**config.mk**
```make
export PLATFORM = sky130hd
export DESIGN_NAME = silhouette_spline_tessellator_flat
export DESIGN_NICKNAME = d
export VERILOG_FILES = /design/src/rtl/sst_pkg.sv /design/src/rtl/sst_channels.sv /design/src/rtl/sst_queue.sv /design/src/rtl/sst_front.sv /design/src/rtl/sst_back.sv /design/src/rtl/silhouette_spline_tessellator.sv /design/src/flat_wrapper.sv
export VERILOG_INCLUDE_DIRS = /design/src /design/src/rtl
export SDC_FILE = /design/constraint.sdc
export NUM_CORES = 2
export LEC_CHECK = 0
export ABC_AREA = 1
export BUFFER_PORTS_ARGS = -buffer_cell sky130_fd_sc_hd__buf_2
export CAP_MARGIN = 0
export CORE_MARGIN = 2
export CORE_UTILIZATION = 60
export CTS_CLUSTER_DIAMETER = 30
export DETAILED_ROUTE_END_ITERATION = 6
export HOLD_SLACK_MARGIN = 0.15
export PLACE_DENSITY = 0.79
export SYNTH_ARGS = -nofsm -noshare
export SYNTH_HDL_FRONTEND = slang
export SYNTH_HIERARCHICAL = 1
export SYNTH_SLANG_ARGS = --single-unit
```
**constraint.sdc**
```tcl
create_clock -name clk -period 11.7 [get_ports clk]
set_clock_uncertainty 0.05 [all_clocks]
set_input_delay 1.17 -clock clk [delete_from_list [all_inputs] [get_ports clk]]
set_output_delay 1.17 -clock clk [all_outputs]
set_load 0.01 [all_outputs]
```
**src/rtl/silhouette_spline_tessellator_macros.svh**
```systemverilog
// Assertion macros for the silhouette spline tessellator.
// Used by the top level only; no other dependencies.
`ifndef SILHOUETTE_SPLINE_TESSELLATOR_MACROS_SVH
`define SILHOUETTE_SPLINE_TESSELLATOR_MACROS_SVH
`ifndef SYNTHESIS
// Same-cycle implication, disabled during reset
`define SST_ASSERT_IMP(lbl, c, r, a, b) \
  lbl: assert property (@(posedge c) disable iff (r) (a) |-> (b)) \
    else $error("sst assertion failed");
// Next-cycle implication, disabled during reset
`define SST_ASSERT_NXT(lbl, c, r, a, b) \
  lbl: assert property (@(posedge c) disable iff (r) (a) |=> (b)) \
    else $error("sst assertion failed");
`else
`define SST_ASSERT_IMP(lbl, c, r, a, b)
`define SST_ASSERT_NXT(lbl, c, r, a, b)
`endif
`endif

```
**src/rtl/sst_pkg.sv**
```systemverilog
// Shared constants, types and the spline weight table for the tessellator.
// No dependencies.
`timescale 1ns / 1ps
package sst_pkg;

  localparam int MAX_WIDTH_DEF  = 4096;
  localparam int MAX_HEIGHT_DEF = 4096;
  localparam int CFG_W          = 13;
  localparam int ALPHA_W        = 8;
  localparam int COORD_W        = 22;
  localparam int COORD_MAX      = 2097151;
  localparam int COORD_MIN      = -2097152;
  localparam int QUEUE_DEPTH    = 4;

  // Register indexes
  localparam logic [1:0] REG_THRESHOLD = 2'd0;
  localparam logic [1:0] REG_STEP      = 2'd1;
  localparam logic [1:0] REG_WIDTH     = 2'd2;
  localparam logic [1:0] REG_HEIGHT    = 2'd3;

  // Flags of one finished column
  typedef struct packed {
    logic hit;
    logic is_edge;
  } col_flags_t;

  // Weight of control point i at t = s/5, scaled by 250
  function automatic logic signed [9:0] spline_weight(input logic [2:0] s,
                                                      input logic [1:0] i);
    logic [39:0] row;
    case (s)
      3'd1:    row = {-10'sd16, 10'sd228, 10'sd42,  -10'sd4};
      3'd2:    row = {-10'sd18, 10'sd174, 10'sd106, -10'sd12};
      3'd3:    row = {-10'sd12, 10'sd106, 10'sd174, -10'sd18};
      3'd4:    row = {-10'sd4,  10'sd42,  10'sd228, -10'sd16};
      3'd5:    row = {10'sd0,   10'sd0,   10'sd250, 10'sd0};
      default: row = '0;
    endcase
    return $signed(row[39 - 10 * i -: 10]);
  endfunction

endpackage

```
**src/rtl/sst_channels.sv**
```systemverilog
// Handshake channel interfaces: pixel input and segment output.
// Depends on sst_pkg.
`timescale 1ns / 1ps
interface sst_pixel_if;
  logic                              valid;
  logic                              ready;
  logic [sst_pkg::ALPHA_W-1:0]       pixel_alpha;
  modport source (output valid, output pixel_alpha, input ready);
  modport sink   (input valid, input pixel_alpha, output ready);
endinterface

interface sst_segment_if;
  logic                              valid;
  logic                              ready;
  logic signed [sst_pkg::COORD_W-1:0] start_x;
  logic signed [sst_pkg::COORD_W-1:0] start_y;
  logic signed [sst_pkg::COORD_W-1:0] end_x;
  logic signed [sst_pkg::COORD_W-1:0] end_y;
  logic                              rising;
  logic                              group_end;
  logic                              last_of_run;
  modport source (output valid, output start_x, output start_y, output end_x,
                  output end_y, output rising, output group_end,
                  output last_of_run, input ready);
  modport sink   (input valid, input start_x, input start_y, input end_x,
                  input end_y, input rising, input group_end,
                  input last_of_run, output ready);
endinterface

```
**src/rtl/sst_queue.sv**
```systemverilog
// Small FIFO of finished columns between the front and back parts.
// Depends on nothing but its parameters.
`timescale 1ns / 1ps
module sst_queue #(
  parameter int DW    = 8,
  parameter int DEPTH = 4
) (
  input  logic          clk,
  input  logic          rst,
  input  logic          push,
  input  logic [DW-1:0] push_data,
  output logic          full,
  input  logic          pop,
  output logic          not_empty,
  output logic [DW-1:0] pop_data
);
  localparam int AW = (DEPTH > 1) ? $clog2(DEPTH) : 1;

  logic [DW-1:0] mem [DEPTH];
  logic [AW-1:0] wr_ptr;
  logic [AW-1:0] rd_ptr;
  logic [AW:0]   count;
  logic          do_push;
  logic          do_pop;

  assign full      = (count == (AW+1)'(DEPTH));
  assign not_empty = (count != '0);
  assign pop_data  = mem[rd_ptr];
  assign do_push   = push && !full;
  assign do_pop    = pop && not_empty;

  // Store entries
  always_ff @(posedge clk) begin
    if (do_push) begin
      mem[wr_ptr] <= push_data;
    end
  end

  // Advance pointers and count
  always_ff @(posedge clk) begin
    if (rst) begin
      wr_ptr <= '0;
      rd_ptr <= '0;
      count  <= '0;
    end else begin
      if (do_push) begin
        wr_ptr <= (wr_ptr == AW'(DEPTH - 1)) ? '0 : wr_ptr + 1'b1;
      end
      if (do_pop) begin
        rd_ptr <= (rd_ptr == AW'(DEPTH - 1)) ? '0 : rd_ptr + 1'b1;
      end
      count <= count + (AW+1)'(do_push) - (AW+1)'(do_pop);
    end
  end
endmodule

```
**src/rtl/sst_front.sv**
```systemverilog
// Front part: configuration registers, raster tracking and hit detection.
// Depends on sst_pkg and sst_channels.
`timescale 1ns / 1ps
module sst_front #(
  parameter int MAX_WIDTH  = sst_pkg::MAX_WIDTH_DEF,
  parameter int MAX_HEIGHT = sst_pkg::MAX_HEIGHT_DEF,
  parameter int XW = $clog2(MAX_WIDTH + 1),
  parameter int YW = (MAX_HEIGHT > 1) ? $clog2(MAX_HEIGHT) : 1
) (
  input  logic                      clk,
  input  logic                      rst,
  sst_pixel_if.sink                 pixel,
  input  logic                      cfg_we,
  input  logic [1:0]                cfg_index,
  input  logic [sst_pkg::CFG_W-1:0] cfg_data,
  output logic                      col_push,
  output sst_pkg::col_flags_t       col_flags,
  output logic [XW-1:0]             col_x,
  output logic [YW-1:0]             col_y,
  input  logic                      col_full
);
  localparam int CW = ((XW > sst_pkg::CFG_W) ? XW : sst_pkg::CFG_W) + 1;
  localparam int HB = $clog2(MAX_HEIGHT + 1);
  localparam int HW = ((HB > sst_pkg::CFG_W) ? HB : sst_pkg::CFG_W) + 1;

  logic [sst_pkg::ALPHA_W-1:0] alpha_threshold;
  logic [sst_pkg::CFG_W-1:0]   column_step;
  logic [sst_pkg::CFG_W-1:0]   image_width;
  logic [sst_pkg::CFG_W-1:0]   image_height;

  logic [YW-1:0] row_count;
  logic [XW-1:0] column_pos;
  logic          column_hit;
  logic [YW-1:0] hit_row;

  logic [CW-1:0] width_c;
  logic [CW-1:0] step_c;
  logic [HW-1:0] height_c;
  logic [CW-1:0] x_wide;
  logic [CW-1:0] x_adv;
  logic          col_end;
  logic          is_edge;
  logic          opaque;
  logic          accept;

  // Clamp the live configuration
  always_comb begin
    if (image_width == '0) begin
      width_c = CW'(1);
    end else if (CW'(image_width) > CW'(MAX_WIDTH)) begin
      width_c = CW'(MAX_WIDTH);
    end else begin
      width_c = CW'(image_width);
    end
    if (image_height == '0) begin
      height_c = HW'(1);
    end else if (HW'(image_height) > HW'(MAX_HEIGHT)) begin
      height_c = HW'(MAX_HEIGHT);
    end else begin
      height_c = HW'(image_height);
    end
    step_c = (column_step == '0) ? CW'(1) : CW'(column_step);
  end

  assign col_end = (HW'(row_count) + HW'(1)) >= height_c;
  assign is_edge = CW'(column_pos) >= width_c;
  assign x_wide  = is_edge ? width_c : CW'(column_pos);
  assign x_adv   = x_wide + step_c;
  assign opaque  = pixel.pixel_alpha > alpha_threshold;

  // Stall only a column end that finds the queue full
  assign pixel.ready = !col_end || !col_full;
  assign accept      = pixel.valid && pixel.ready;

  assign col_push          = accept && col_end;
  assign col_flags.hit     = column_hit || opaque;
  assign col_flags.is_edge = is_edge;
  assign col_x             = x_wide[XW-1:0];
  assign col_y             = column_hit ? hit_row : row_count;

  // Hold configuration registers
  always_ff @(posedge clk) begin
    if (rst) begin
      alpha_threshold <= sst_pkg::ALPHA_W'(128);
      column_step     <= sst_pkg::CFG_W'(1);
      image_width     <= sst_pkg::CFG_W'(4096);
      image_height    <= sst_pkg::CFG_W'(4096);
    end else if (cfg_we) begin
      case (cfg_index)
        sst_pkg::REG_THRESHOLD: alpha_threshold <= cfg_data[sst_pkg::ALPHA_W-1:0];
        sst_pkg::REG_STEP:      column_step     <= cfg_data;
        sst_pkg::REG_WIDTH:     image_width     <= cfg_data;
        sst_pkg::REG_HEIGHT:    image_height    <= cfg_data;
        default:                ;
      endcase
    end
  end

  // Track row, column and first opaque row
  always_ff @(posedge clk) begin
    if (rst) begin
      row_count  <= '0;
      column_pos <= '0;
      column_hit <= 1'b0;
      hit_row    <= '0;
    end else if (accept) begin
      if (col_end) begin
        row_count  <= '0;
        column_hit <= 1'b0;
        hit_row    <= '0;
        if (is_edge) begin
          column_pos <= '0;
        end else if (x_adv >= width_c) begin
          column_pos <= width_c[XW-1:0];
        end else begin
          column_pos <= x_adv[XW-1:0];
        end
      end else begin
        row_count <= row_count + 1'b1;
        if (!column_hit && opaque) begin
          column_hit <= 1'b1;
          hit_row    <= row_count;
        end
      end
    end
  end
endmodule

```
**src/rtl/sst_back.sv**
```systemverilog
// Back part: point history, span sequencing and spline segment evaluation.
// Depends on sst_pkg and sst_channels.
`timescale 1ns / 1ps
module sst_back #(
  parameter int XW = 13,
  parameter int YW = 12
) (
  input  logic                clk,
  input  logic                rst,
  input  logic                cmd_valid,
  input  sst_pkg::col_flags_t cmd_flags,
  input  logic [XW-1:0]       cmd_x,
  input  logic [YW-1:0]       cmd_y,
  output logic                cmd_pop,
  sst_segment_if.source       seg
);
  localparam int CMW = (XW > YW) ? XW : YW;
  localparam int PW  = CMW + 13;
  localparam int EW  = (PW > 23) ? PW : 23;

  typedef enum logic {IDLE, RUN} state_t;

  state_t               state;
  logic [1:0]           gp;
  logic [XW-1:0]        hx [3];
  logic [YW-1:0]        hy [3];
  logic [XW-1:0]        qx [4];
  logic [YW-1:0]        qy [4];
  logic [2:0]           s;
  logic                 final_span;
  logic                 more;
  logic signed [PW-1:0] prev_x;
  logic signed [PW-1:0] prev_y;

  logic                      out_valid;
  logic [sst_pkg::COORD_W-1:0] out_sx, out_sy, out_ex, out_ey;
  logic                      out_rising, out_gend, out_last;

  logic [1:0]           ngp;
  logic [1:0]           cgp;
  logic                 shift;
  logic                 add_span;
  logic                 close_ok;
  logic                 produce;
  logic                 seg_done;
  logic                 ld;
  logic                 ld_final;
  logic                 ld_more;
  logic [XW-1:0]        ld_qx [4];
  logic [YW-1:0]        ld_qy [4];
  logic [XW-1:0]        cx [3];
  logic [YW-1:0]        cy [3];
  logic signed [PW-1:0] nx;
  logic signed [PW-1:0] ny;

  function automatic logic signed [PW-1:0] wmul(input logic [CMW-1:0] q,
                                                input logic signed [9:0] w);
    return PW'($signed({1'b0, q})) * PW'(w);
  endfunction

  function automatic logic [sst_pkg::COORD_W-1:0] sat(input logic signed [PW-1:0] v);
    logic signed [EW-1:0] e;
    e = EW'(v);
    if (e > EW'(sst_pkg::COORD_MAX)) begin
      e = EW'(sst_pkg::COORD_MAX);
    end else if (e < EW'(sst_pkg::COORD_MIN)) begin
      e = EW'(sst_pkg::COORD_MIN);
    end
    return e[sst_pkg::COORD_W-1:0];
  endfunction

  assign ngp      = (gp == 2'd3) ? 2'd3 : gp + 2'd1;
  assign shift    = (state == IDLE) && cmd_flags.hit;
  assign cgp      = shift ? ngp : gp;
  assign add_span = cmd_flags.hit && (gp >= 2'd2);
  assign close_ok = (!cmd_flags.hit || cmd_flags.is_edge) && (cgp >= 2'd2);
  assign produce  = (state == RUN) && (!out_valid || seg.ready);
  assign seg_done = produce && (s == 3'd5);
  assign cmd_pop  = (state == IDLE);

  // Select history for a closing span, shifted when a point arrives with it
  always_comb begin
    cx[0] = shift ? hx[1] : hx[0];
    cx[1] = shift ? hx[2] : hx[1];
    cx[2] = shift ? cmd_x : hx[2];
    cy[0] = shift ? hy[1] : hy[0];
    cy[1] = shift ? hy[2] : hy[1];
    cy[2] = shift ? cmd_y : hy[2];
  end

  // Decide the next span to load
  always_comb begin
    ld       = 1'b0;
    ld_final = 1'b1;
    ld_more  = 1'b0;
    ld_qx[0] = (cgp == 2'd3) ? cx[0] : cx[1];
    ld_qx[1] = cx[1];
    ld_qx[2] = cx[2];
    ld_qx[3] = cx[2];
    ld_qy[0] = (cgp == 2'd3) ? cy[0] : cy[1];
    ld_qy[1] = cy[1];
    ld_qy[2] = cy[2];
    ld_qy[3] = cy[2];
    if (state == IDLE && cmd_valid) begin
      if (add_span) begin
        ld       = 1'b1;
        ld_final = 1'b0;
        ld_more  = cmd_flags.is_edge;
        ld_qx[0] = (gp == 2'd3) ? hx[0] : hx[1];
        ld_qx[1] = hx[1];
        ld_qx[2] = hx[2];
        ld_qx[3] = cmd_x;
        ld_qy[0] = (gp == 2'd3) ? hy[0] : hy[1];
        ld_qy[1] = hy[1];
        ld_qy[2] = hy[2];
        ld_qy[3] = cmd_y;
      end else if (close_ok) begin
        ld = 1'b1;
      end
    end else if (state == RUN && seg_done && more) begin
      ld = 1'b1;
    end
  end

  // Evaluate the segment end point for the current step
  always_comb begin
    nx = '0;
    ny = '0;
    for (int i = 0; i < 4; i++) begin
      nx = nx + wmul(CMW'(qx[i]), sst_pkg::spline_weight(s, 2'(i)));
      ny = ny + wmul(CMW'(qy[i]), sst_pkg::spline_weight(s, 2'(i)));
    end
  end

  // Sequence spans, update history and register the output item
  always_ff @(posedge clk) begin
    if (rst) begin
      state     <= IDLE;
      gp        <= '0;
      more      <= 1'b0;
      out_valid <= 1'b0;
    end else begin
      if (out_valid && seg.ready) begin
        out_valid <= 1'b0;
      end
      if (produce) begin
        out_valid  <= 1'b1;
        out_sx     <= sat(prev_x);
        out_sy     <= sat(prev_y);
        out_ex     <= sat(nx);
        out_ey     <= sat(ny);
        out_rising <= ny < prev_y;
        out_gend   <= final_span && (s == 3'd5);
        out_last   <= (s == 3'd5) && !more;
        prev_x     <= nx;
        prev_y     <= ny;
        s          <= s + 3'd1;
      end
      case (state)
        IDLE: begin
          if (cmd_valid) begin
            if (cmd_flags.hit) begin
              hx[0] <= hx[1];
              hx[1] <= hx[2];
              hx[2] <= cmd_x;
              hy[0] <= hy[1];
              hy[1] <= hy[2];
              hy[2] <= cmd_y;
            end
            gp <= (cmd_flags.hit && (!cmd_flags.is_edge || add_span)) ? ngp : 2'd0;
          end
          if (ld) begin
            state <= RUN;
          end
        end
        RUN: begin
          if (seg_done) begin
            if (more) begin
              gp <= 2'd0;
            end else begin
              state <= IDLE;
            end
          end
        end
        default: state <= IDLE;
      endcase
      if (ld) begin
        qx         <= ld_qx;
        qy         <= ld_qy;
        s          <= 3'd1;
        final_span <= ld_final;
        more       <= ld_more;
        prev_x     <= wmul(CMW'(ld_qx[1]), 10'sd250);
        prev_y     <= wmul(CMW'(ld_qy[1]), 10'sd250);
      end
    end
  end

  assign seg.valid       = out_valid;
  assign seg.start_x     = out_sx;
  assign seg.start_y     = out_sy;
  assign seg.end_x       = out_ex;
  assign seg.end_y       = out_ey;
  assign seg.rising      = out_rising;
  assign seg.group_end   = out_gend;
  assign seg.last_of_run = out_last;
endmodule

```
**src/rtl/silhouette_spline_tessellator.sv**
```systemverilog
// Silhouette spline tessellator top level: front, column queue and back.
// Depends on sst_pkg, sst_channels, sst_front, sst_queue, sst_back, macros.
//
// Usage: pixel alphas arrive on the pixel channel column by column, top row
// first, image_height pixels per column. Each column's first opaque row
// becomes a point; runs of hitting columns are tessellated by a Catmull-Rom
// spline, five segments per span, sent on the segment channel.
// Throughput: one pixel per cycle while the column queue has room; pixels
// inside a column are never stalled. A finished column is pushed into a
// four-entry queue; the back part takes a new column from it only while idle,
// not while it produces the segments of a span (at most ten segments per
// column). The first segment of a column passes the queue, the back part's
// span registers and the output register before it appears.
// Reset (rst, synchronous) restores the register defaults, clears the raster
// position and empties the queue; point history needs no clearing.
// When the receiver stalls, the output register holds its segment and the
// back part waits; the queue then absorbs up to four columns before the
// pixel channel stalls at a column end.
// Configuration: write cfg_data to register cfg_index while cfg_we is high.
`timescale 1ns / 1ps
`include "silhouette_spline_tessellator_macros.svh"
module silhouette_spline_tessellator #(
  parameter int MAX_WIDTH  = sst_pkg::MAX_WIDTH_DEF,
  parameter int MAX_HEIGHT = sst_pkg::MAX_HEIGHT_DEF
) (
  input  logic                      clk,
  input  logic                      rst,
  sst_pixel_if.sink                 pixel,
  sst_segment_if.source             segment,
  input  logic                      cfg_we,
  input  logic [1:0]                cfg_index,
  input  logic [sst_pkg::CFG_W-1:0] cfg_data
);
  localparam int XW = $clog2(MAX_WIDTH + 1);
  localparam int YW = (MAX_HEIGHT > 1) ? $clog2(MAX_HEIGHT) : 1;
  localparam int DW = XW + YW + 2;

  logic                q_push;
  logic                q_full;
  logic                q_pop;
  logic                q_not_empty;
  sst_pkg::col_flags_t push_flags;
  sst_pkg::col_flags_t pop_flags;
  logic [XW-1:0]       push_x;
  logic [XW-1:0]       pop_x;
  logic [YW-1:0]       push_y;
  logic [YW-1:0]       pop_y;
  logic [DW-1:0]       pop_data;

  sst_front #(
    .MAX_WIDTH (MAX_WIDTH),
    .MAX_HEIGHT(MAX_HEIGHT),
    .XW        (XW),
    .YW        (YW)
  ) u_front (
    .clk      (clk),
    .rst      (rst),
    .pixel    (pixel),
    .cfg_we   (cfg_we),
    .cfg_index(cfg_index),
    .cfg_data (cfg_data),
    .col_push (q_push),
    .col_flags(push_flags),
    .col_x    (push_x),
    .col_y    (push_y),
    .col_full (q_full)
  );

  sst_queue #(
    .DW   (DW),
    .DEPTH(sst_pkg::QUEUE_DEPTH)
  ) u_queue (
    .clk      (clk),
    .rst      (rst),
    .push     (q_push),
    .push_data({push_flags, push_x, push_y}),
    .full     (q_full),
    .pop      (q_pop),
    .not_empty(q_not_empty),
    .pop_data (pop_data)
  );

  assign pop_flags = pop_data[DW-1 -: 2];
  assign pop_x     = pop_data[YW +: XW];
  assign pop_y     = pop_data[YW-1:0];

  sst_back #(
    .XW(XW),
    .YW(YW)
  ) u_back (
    .clk      (clk),
    .rst      (rst),
    .cmd_valid(q_not_empty),
    .cmd_flags(pop_flags),
    .cmd_x    (pop_x),
    .cmd_y    (pop_y),
    .cmd_pop  (q_pop),
    .seg      (segment)
  );

  // Never push into a full queue
  `SST_ASSERT_IMP(a_no_overflow, clk, rst, q_push, !q_full)
  // The pixel channel stalls only on a full queue
  `SST_ASSERT_IMP(a_stall_cause, clk, rst, !pixel.ready, q_full)
  // A group closes only on the last segment of its column
  `SST_ASSERT_IMP(a_group_end_last, clk, rst,
                  segment.valid && segment.group_end, segment.last_of_run)
endmodule
```
**src/flat_wrapper.sv**
```systemverilog
// flat-port wrapper written by rule: the top's interface ports become plain ports
module silhouette_spline_tessellator_flat 
#(
  parameter int MAX_WIDTH  = sst_pkg::MAX_WIDTH_DEF,
  parameter int MAX_HEIGHT = sst_pkg::MAX_HEIGHT_DEF
)
  (clk, rst, cfg_we, cfg_index, cfg_data, pixel_valid, pixel_pixel_alpha, pixel_ready, segment_valid, segment_start_x, segment_start_y, segment_end_x, segment_end_y, segment_rising, segment_group_end, segment_last_of_run, segment_ready);
  sst_pixel_if pixel_i ();
  sst_segment_if segment_i ();
  input  logic clk;
  input  logic rst;
  input  logic cfg_we;
  input  logic [1:0] cfg_index;
  input  logic [sst_pkg::CFG_W-1:0] cfg_data;
  input wire logic [$bits(pixel_i.valid)-1:0] pixel_valid;
  input wire logic [$bits(pixel_i.pixel_alpha)-1:0] pixel_pixel_alpha;
  output wire logic [$bits(pixel_i.ready)-1:0] pixel_ready;
  output wire logic [$bits(segment_i.valid)-1:0] segment_valid;
  output wire logic [$bits(segment_i.start_x)-1:0] segment_start_x;
  output wire logic [$bits(segment_i.start_y)-1:0] segment_start_y;
  output wire logic [$bits(segment_i.end_x)-1:0] segment_end_x;
  output wire logic [$bits(segment_i.end_y)-1:0] segment_end_y;
  output wire logic [$bits(segment_i.rising)-1:0] segment_rising;
  output wire logic [$bits(segment_i.group_end)-1:0] segment_group_end;
  output wire logic [$bits(segment_i.last_of_run)-1:0] segment_last_of_run;
  input wire logic [$bits(segment_i.ready)-1:0] segment_ready;
  assign pixel_i.valid = pixel_valid;
  assign pixel_i.pixel_alpha = pixel_pixel_alpha;
  assign pixel_ready = pixel_i.ready;
  assign segment_valid = segment_i.valid;
  assign segment_start_x = segment_i.start_x;
  assign segment_start_y = segment_i.start_y;
  assign segment_end_x = segment_i.end_x;
  assign segment_end_y = segment_i.end_y;
  assign segment_rising = segment_i.rising;
  assign segment_group_end = segment_i.group_end;
  assign segment_last_of_run = segment_i.last_of_run;
  assign segment_i.ready = segment_ready;
  silhouette_spline_tessellator #(.MAX_WIDTH(MAX_WIDTH), .MAX_HEIGHT(MAX_HEIGHT)) u_core (.clk(clk), .rst(rst), .pixel(pixel_i), .segment(segment_i), .cfg_we(cfg_we), .cfg_index(cfg_index), .cfg_data(cfg_data));
endmodule
```
## After elaboration in Yosys (flattened, before gate mapping)

Memory sizes are Yosys's and may differ from the RTL's. A register that Yosys moved wholly into a read port is not among the register bits.
Cells that the tools add are included.

| storage, ports and cells | value |
|---|---|
| bits in read-only memories | 0 |
| bits in registers | 344 |
| memory bits (writable) | 183 |
| memories | 3 |
| bits in latches | 0 |
| word-level logic and storage cells | 214 |

| operators by class | value |
|---|---|
| equality and inequality tests | 16 |
| shift operators | 0 |
| add/subtract/negate cells | 15 |
| multiplexer cells | 69 |
| $mul | 10 |
| order comparisons | 17 |
| divide/modulo/power cells | 0 |
| reduce and logical (&&, ||, !) cells | 46 |
| bitwise operators | 2 |

Memory list:

| memory | depth | bits a word | read ports | clocked after memory_dff | wr ports | line | source |
|---|---|---|---|---|---|---|---|
| u_core.u_queue.mem | 4 | 27 | 1 | 1 | 1 | sst_queue.sv:19 | `logic [DW-1:0] mem [DEPTH];` |
| u_core.u_back.hx | 3 | 13 | 3 | 0 | 3 | sst_back.sv:25 | `logic [XW-1:0] hx [3];` |
| u_core.u_back.hy | 3 | 12 | 3 | 0 | 3 | sst_back.sv:26 | `logic [YW-1:0] hy [3];` |

Operators by type and width:

| operator | count |
|---|---|
| case mux 40 bit (5 select lines) | 1 |
| two-way mux 13 bit | 12 |
| two-way mux 12 bit | 9 |
| greater-than comparator 26 x 22 -> 1 bit (second input constant) | 4 |
| less-than comparator 26 x 22 -> 1 bit (second input constant) | 4 |
| two-way mux 26 bit | 4 |
| two-way mux 52 bit | 2 |
| multiplier 14 x 10 -> 24 bit | 4 |
| two-way mux 48 bit | 2 |
| multiplier 13 x 10 -> 23 bit | 4 |
| two-way mux 22 bit | 4 |
| logical NOT 13 bit | 3 |
| >= comparator 13 x 14 -> 1 bit | 2 |
| adder 25 x 23 -> 26 bit | 1 |
| adder 25 x 24 -> 26 bit | 1 |
| adder 26 x 24 -> 26 bit | 1 |
| greater-than comparator 13 bit (second input constant) | 2 |
| less-than comparator 26 bit | 1 |
| adder 24 x 23 -> 25 bit | 1 |
| adder 24 x 24 -> 25 bit | 1 |
| adder 23 x 23 -> 24 bit | 1 |
| two-way mux 1 bit | 21 |
| multiplier 13 x 7 -> 20 bit (second input constant) | 1 |
| two-way mux 2 bit | 10 |
| other kinds (30) | 79 |

## Longest topological paths before layout

| depth | value |
|---|---|
| depth after elaboration | 11 |
| gate-level depth with buffers | 53 |

## Cells and area by module

The synthesis kept the hierarchy.

By module, submodules not included:

| module | area an instance (um^2) | times used | cells each |
|---|---|---|---|
| sst_back | 45049.5 | 1 | 4872 |
| sst_front | 5835.6 | 1 | 887 |
| sst_queue | 4574.4 | 1 | 327 |

## Worst setup path after synthesis

Ideal clock, no wire load.

| path | value |
|---|---|
| kind | flip-flop to flip-flop |
| from | reg u_core.u_back.s[0] |
| to | reg u_core.u_back.out_rising, in the netlist u_core/u_back/seg.rising (data pin) |
| data required time | 11.398 ns |
| arrival time | 8.572 ns |
| buffers on the path | 3 |
| path slack | 2.826 ns |
| setup time | 0.252 ns |
| stages on the path, launching flop included | 47 |
| path through | edfxtp_1 -> ha_1 -> ha_1 -> buf_2 -> inv_1 -> nand2_2 -> nor2_4 -> inv_2 -> clkbuf_1 -> buf_1 -> nand2_1 -> fa_1 -> inv_1 -> fa_1 -> fa_1 -> inv_1 -> fa_1 -> fa_1 -> (+11 left out) -> nand3_1 -> nand2_1 -> xnor2_1 -> inv_1 -> ha_1 -> nand2_1 -> nor3_1 -> nand2_1 -> nand2_1 -> nand2_1 -> nand2_1 -> nand2_1 -> nand3_1 -> nand3_1 -> nand2_1 -> nand2_1 -> nand2_1 -> nand2_1 |

| between the ends | value |
|---|---|
| longest elaborated chain between the ends | 7 |
| elaborated cells between the ends (all ways) | 14 |
| those cells by class | add/sub: 3; mul: 4; order compare: 1; eq/ne: 5; mux: 1 |

Ends and longest elaborated chain:

| item | line | source |
|---|---|---|
| from (decl) | sst_back.sv:29 | `logic [2:0] s;` |
| from (signal assigned) | sst_back.sv:157 | `s <= s + 3'd1;` |
| equality test 3 bit (tied with other cells) | sst_pkg.sv:31 | `case (s)` |
| case mux 40 bit (5 select lines) * | sst_pkg.sv:31 |  |
| multiplier 13 x 10 -> 23 bit | sst_back.sv:58 | `return PW'($signed({1'b0, q})) * PW'(w);` |
| adder 23 x 23 -> 24 bit | sst_back.sv:131 | `ny = ny + wmul(CMW'(qy[i]), sst_pkg::spline_weight(s, 2'(i)));` |
| adder 24 x 23 -> 25 bit | sst_back.sv:131 |  |
| adder 25 x 23 -> 26 bit * | sst_back.sv:131 |  |
| less-than comparator 26 bit * | sst_back.sv:152 | `out_rising <= ny < prev_y;` |
| to (signal assigned) | sst_back.sv:152 |  |
| to (decl) | sst_back.sv:37 | `logic out_rising, out_gend, out_last;` |

Every way passes the cells marked *; elsewhere a longest branch is shown, timed or not.
A chain may end at the register's enable or synchronous reset.

## Final worst setup path

| path | value |
|---|---|
| from | reg u_core.u_back.s[0] |
| to | reg u_core.u_back.out_ex (netlist bit u_core/u_back/seg.end_x[20]) (data pin) |

| between the ends | value |
|---|---|
| longest elaborated chain between the ends | 8 |
| elaborated cells between the ends (all ways) | 16 |
| those cells by class | add/sub: 3; mul: 4; order compare: 2; eq/ne: 5; mux: 2 |

Ends and longest elaborated chain:

| item | line | source |
|---|---|---|
| equality test 3 bit (tied with other cells) | sst_pkg.sv:31 |  |
| case mux 40 bit (5 select lines) * | sst_pkg.sv:31 |  |
| multiplier 14 x 10 -> 24 bit | sst_back.sv:58 |  |
| adder 24 x 24 -> 25 bit | sst_back.sv:130 | `nx = nx + wmul(CMW'(qx[i]), sst_pkg::spline_weight(s, 2'(i)));` |
| adder 25 x 24 -> 26 bit | sst_back.sv:130 |  |
| adder 26 x 24 -> 26 bit * | sst_back.sv:130 |  |
| less-than comparator 26 x 22 -> 1 bit | sst_back.sv:66 | `end else if (e < EW'(sst_pkg::COORD_MIN)) begin` |
| two-way mux 22 bit | sst_back.sv:66 |  |
| to (signal assigned) | sst_back.sv:150 | `out_ex <= sat(nx);` |
| to (decl) | sst_back.sv:36 | `logic [sst_pkg::COORD_W-1:0] out_sx, out_sy, out_ex, out_ey;` |

Marked as above.

==> key figures <==
Worst hold path
  • Min-delay src: u_core/u_back/hy[0][25]$_DFFE_PP_
  • WHS Path Cells: 0
  • Worst hold-check path type: reg -> reg
  • Hold Path Sink: u_core/u_back/hy[0][13]$_DFFE_PP_

Die
  • Initial Util: roughly three fifths
  • Die Height: between 300 and 400 µm
  • I/O pin total: around 120
  • CORE AREA: 91700 µm²
  • Die area: 94900 µm²
  • Row cnt: about 110
  • Die X: ~300 µm

Worst setup path
  • Crit Path Class: reg -> reg
  • CP max FO: 65
  • Crit path top cell by count: fa_1
  • Slowest CP cell: buf_4
  • Largest stage delay, worst path: around 0.85 ns
  • WP data required: between 10 and 15 ns
  • Crit Reg-Reg Endpoint: u_core/u_back/seg.end_x[20]$_SDFFCE_PN1P_
  • Arr. time, crit path: around 10 ns
  • RR Startpoint: u_core/u_back/s[0]$_SDFFCE_PN1P_
  • R2R depth: 33
  • Startpoint types: register
  • Reg-to-reg slack, setup: 1.62 ns
  • Critical Path Sink Type: register

STA
  • Tightest Pin Transition: ~1.4 ns
  • RSZ-0062 raised after global routing: no
  • Final TNS setup: 0 ns
  • PnR worst setup slack: ~1.6 ns
  • Final Setup Violations: 0
  • Fmax: 99.2 MHz
  • Hold Vio Cnt, Final: 0
  • Period minus WS final: 10.08 ns
  • Slew headroom: 6.13%
  • Period utilization: 86.2%
  • Final Max Tran Viols: 0

Job
  • MaxCap Viol Count: 0

Drt
  • Post-DRT Antenna Nets: 0
  • Pre-antenna DRT Iters: 7
  • Vias: approximately 42000
  • Avg WL per Cell: approximately 20 µm
  • 1st-iter DRT viols: 4373
  • Vias/cell: approximately 5.6
  • Final wirelength: 147000 µm
  • Residual DRC: 0

CTS
  • Clk buf depth: 3
  • Number of H-tree levels: 3
  • Post-CTS Resized: 0
  • Clock Latency Late Sink: between 0.7 and 0.8 ns
  • Clock sink count: approximately 530
  • Clk pin slew, worst setup/hold paths: approximately 0.05 ns
  • CTS tree: yes
  • Total CTS buffers: ~110
  • CTS Hold Bufs: 0
  • Setup Buffers After CTS: 0
  • Clock root buffer: clkbuf_16

Placement
  • Port Buffers: between 100 and 150
  • GP Congestion: 1.03
  • DP Worst Slack: about 1.9 ns
  • Placed insts: approximately 7300
  • Hpwl dp: 115000 µm

Finish
  • Non-filler cells, final: ~7500
  • Nets: ~7600
  • Share of cells above drive strength 1: around 6.7%
  • Filler Cell Count: around 7000
  • Synth-to-Final Area Change: 9.99%
  • Final Util: between 60% and 70%

GRT
  • Initial antenna violation count: 3
  • Overflow after GRT: 0
  • Met2 usage: between 50% and 60%
  • Largest net degree at the start of global routing: 84
  • Grt met1 use: ~41%
  • Vias in the first global route: 44100
  • Top Usage Layer GRT: met2
  • First-pass GRT wire length: 235000 µm
  • Global router's overall resource usage: 32.2%
  • Met3 Usage GRT: between 7 and 8%

Synthesis
  • Synth warn: 6
  • Top FF cell, synth: edfxtp_1
  • Post-synthesis cell count: around 6100
  • Avg Cell Area, Syn: ~9.1 µm²
  • Register area share after synthesis: approximately a quarter
  • Post-Syn Area: between 50000 and 60000 µm²
  • EDFF count, synth: about 430
  • Cell variety after synth: 57
  • Syn Nets: between 7000 and 8000
  • Asr flop ratio synth: 0%
  • Synth Register Bits: roughly 530

Run status
  • Status: finished, final reports clean
## metal layers
layer	vias up	wire, µm
li1	19000	-
met1	20300	55300
met2	2218	67200
met3	439	15300
met4	2	9310
met5	-	7
## critical path: cells and delay by family, from the launching register on
family / cells / cell delay, ns
XOR/XNOR: 1 / 0.27
AND/OR/NAND/NOR: 14 / 2.43
adder cells (fa/ha/maj): 10 / 4.86
buffers and inverters: 8 / 1.65
flip-flops: 1 / 0.45
## worst max-delay path by stage
stage | to | startpoint | cells past startpoint
after global routing | u_core/u_back/seg.end_x[14]$_SDFFCE_PN1P_ | u_core/u_back/s[0]$_SDFFCE_PN1P_ | 33
final | u_core/u_back/seg.end_x[20]$_SDFFCE_PN1P_ | u_core/u_back/s[0]$_SDFFCE_PN1P_ | 33
after CTS | u_core/u_back/seg.end_x[20]$_SDFFCE_PN1P_ | u_core/u_back/s[0]$_SDFFCE_PN1P_ | 33
after detailed placement | u_core/u_back/seg.end_x[9]$_SDFFCE_PN1P_ | u_core/u_back/s[0]$_SDFFCE_PN1P_ | 33
after floorplan | u_core/u_back/seg.rising$_DFFE_PP_ | u_core/u_back/s[0]$_SDFFCE_PN1P_ | 46
after global placement | u_core/u_back/seg.rising$_DFFE_PP_ | u_core/u_back/s[0]$_SDFFCE_PN1P_ | 43
## state kept, by name, summed over array words and instances (netlist names), 3 cells and up, named ones only
register                        cells
u_core/u_back/hx                   39
u_core/u_back/hy                   36
u_core/u_back/prev_x               25
u_core/u_back/prev_y               25
u_core/u_back/qx                   52
u_core/u_back/qy                   48
u_core/u_back/s                     3
u_core/u_back/seg.end_x            22
u_core/u_back/seg.end_y            22
u_core/u_back/seg.start_x          22
u_core/u_back/seg.start_y          22
u_core/u_front/alpha_threshold      8
u_core/u_front/column_pos          13
u_core/u_front/column_step         13
u_core/u_front/hit_row             12
u_core/u_front/image_height        13
u_core/u_front/image_width         13
u_core/u_front/row_count           12
u_core/u_queue/count                3
u_core/u_queue/mem                108
## placed cells by master (no fill, tap or decap), types with 7 or more instances in the layout
cell	instances
inv_1	1468
nand2_1	905
fa_1	773
nor2_1	672
ha_1	572
edfxtp_1	428
o21ai_0	304
a21oi_1	217
buf_2	120
clkbuf_16	112
nand3_1	98
dfxtp_1	98
buf_4	55
o211ai_1	50
xor2_1	46
o21ai_1	43
o22ai_1	28
nand4_1	26
xnor2_1	25
nor3_1	23
clkinv_2	18
clkinvlp_4	14
clkbuf_1	13
clkinv_1	13
nand2_2	12
a21o_1	12
clkbuf_8	11
o21bai_1	11
clkinv_4	10
inv_2	10
bufinv_16	9
nor2_4	9
nand3b_1	7
## layout make-up
cell class,count,area (µm²),share of cell area (%)
inverters,1486,5590,9.17
flip-flops and latches,527,14800,24.3
multi-input cells,3899,34300,56.2
clock inverters,67,762,1.25
repair buffers,175,1010,1.66
diodes,3,7.51,0.0123
clock buffers,136,3000,4.92
well taps,1186,1480,2.43
## cell usage after synthesis, types with 6 or more instances
library cell	number	area (µm²)
o31ai_1	6	45.0
nand4_1	26	163
ha_1	572	7160
inv_2	10	37.5
buf_6	14	158
nand3b_1	7	52.6
edfxtp_1	428	12900
dfxtp_1	99	1980
xnor2_1	25	219
buf_1	13	48.8
nand2_1	906	3400
buf_2	13	65.1
o21ai_0	308	1540
clkbuf_1	124	465
o211ai_1	50	375
nor2_1	682	2560
nor3_1	24	120
o21bai_1	11	82.6
a21oi_1	218	1090
o21ai_1	40	200
nand3_1	98	490
or2_2	6	37.5
fa_1	773	15500
o22ai_1	28	175
buf_4	8	60.1
nor4_1	6	37.5
xor2_1	46	403
nand2_2	11	68.8
a21o_1	12	90.1
inv_1	1469	5510
## stage by stage
stage          instance area [µm²]  hold WS [ns]
6_report                     61000         0.402
5_1_grt                      61000         0.421
4_1_cts                      61000         0.400
3_5_place_dp                 57200         0.387
3_3_place_gp                 57200         0.389
2_1_floorplan                55500         0.376
## cells by family (layout without fill, tap and decap cells)
| family | Yosys count | after routing | share of synthesized area [%] |
|---|---|---|---|
| AOI/OAI and AO/OA | 698 | 698 | 6.88 |
| xor gates and xnor gates | 72 | 72 | 1.15 |
| muxes | 1 | 1 | 0.0180 |
| buffers and inverters | 1660 | 1864 | 11.5 |
| and+or+nand+nor | 1783 | 1783 | 12.9 |
| adders and majority gates | 1345 | 1345 | 40.8 |
| other | 0 | 3 | 0 |
| DFF | 527 | 527 | 26.7 |
Power is left out: the tool's default activity adds up to more than one toggle a clock period on the data nets, which glitch-free logic cannot reach.
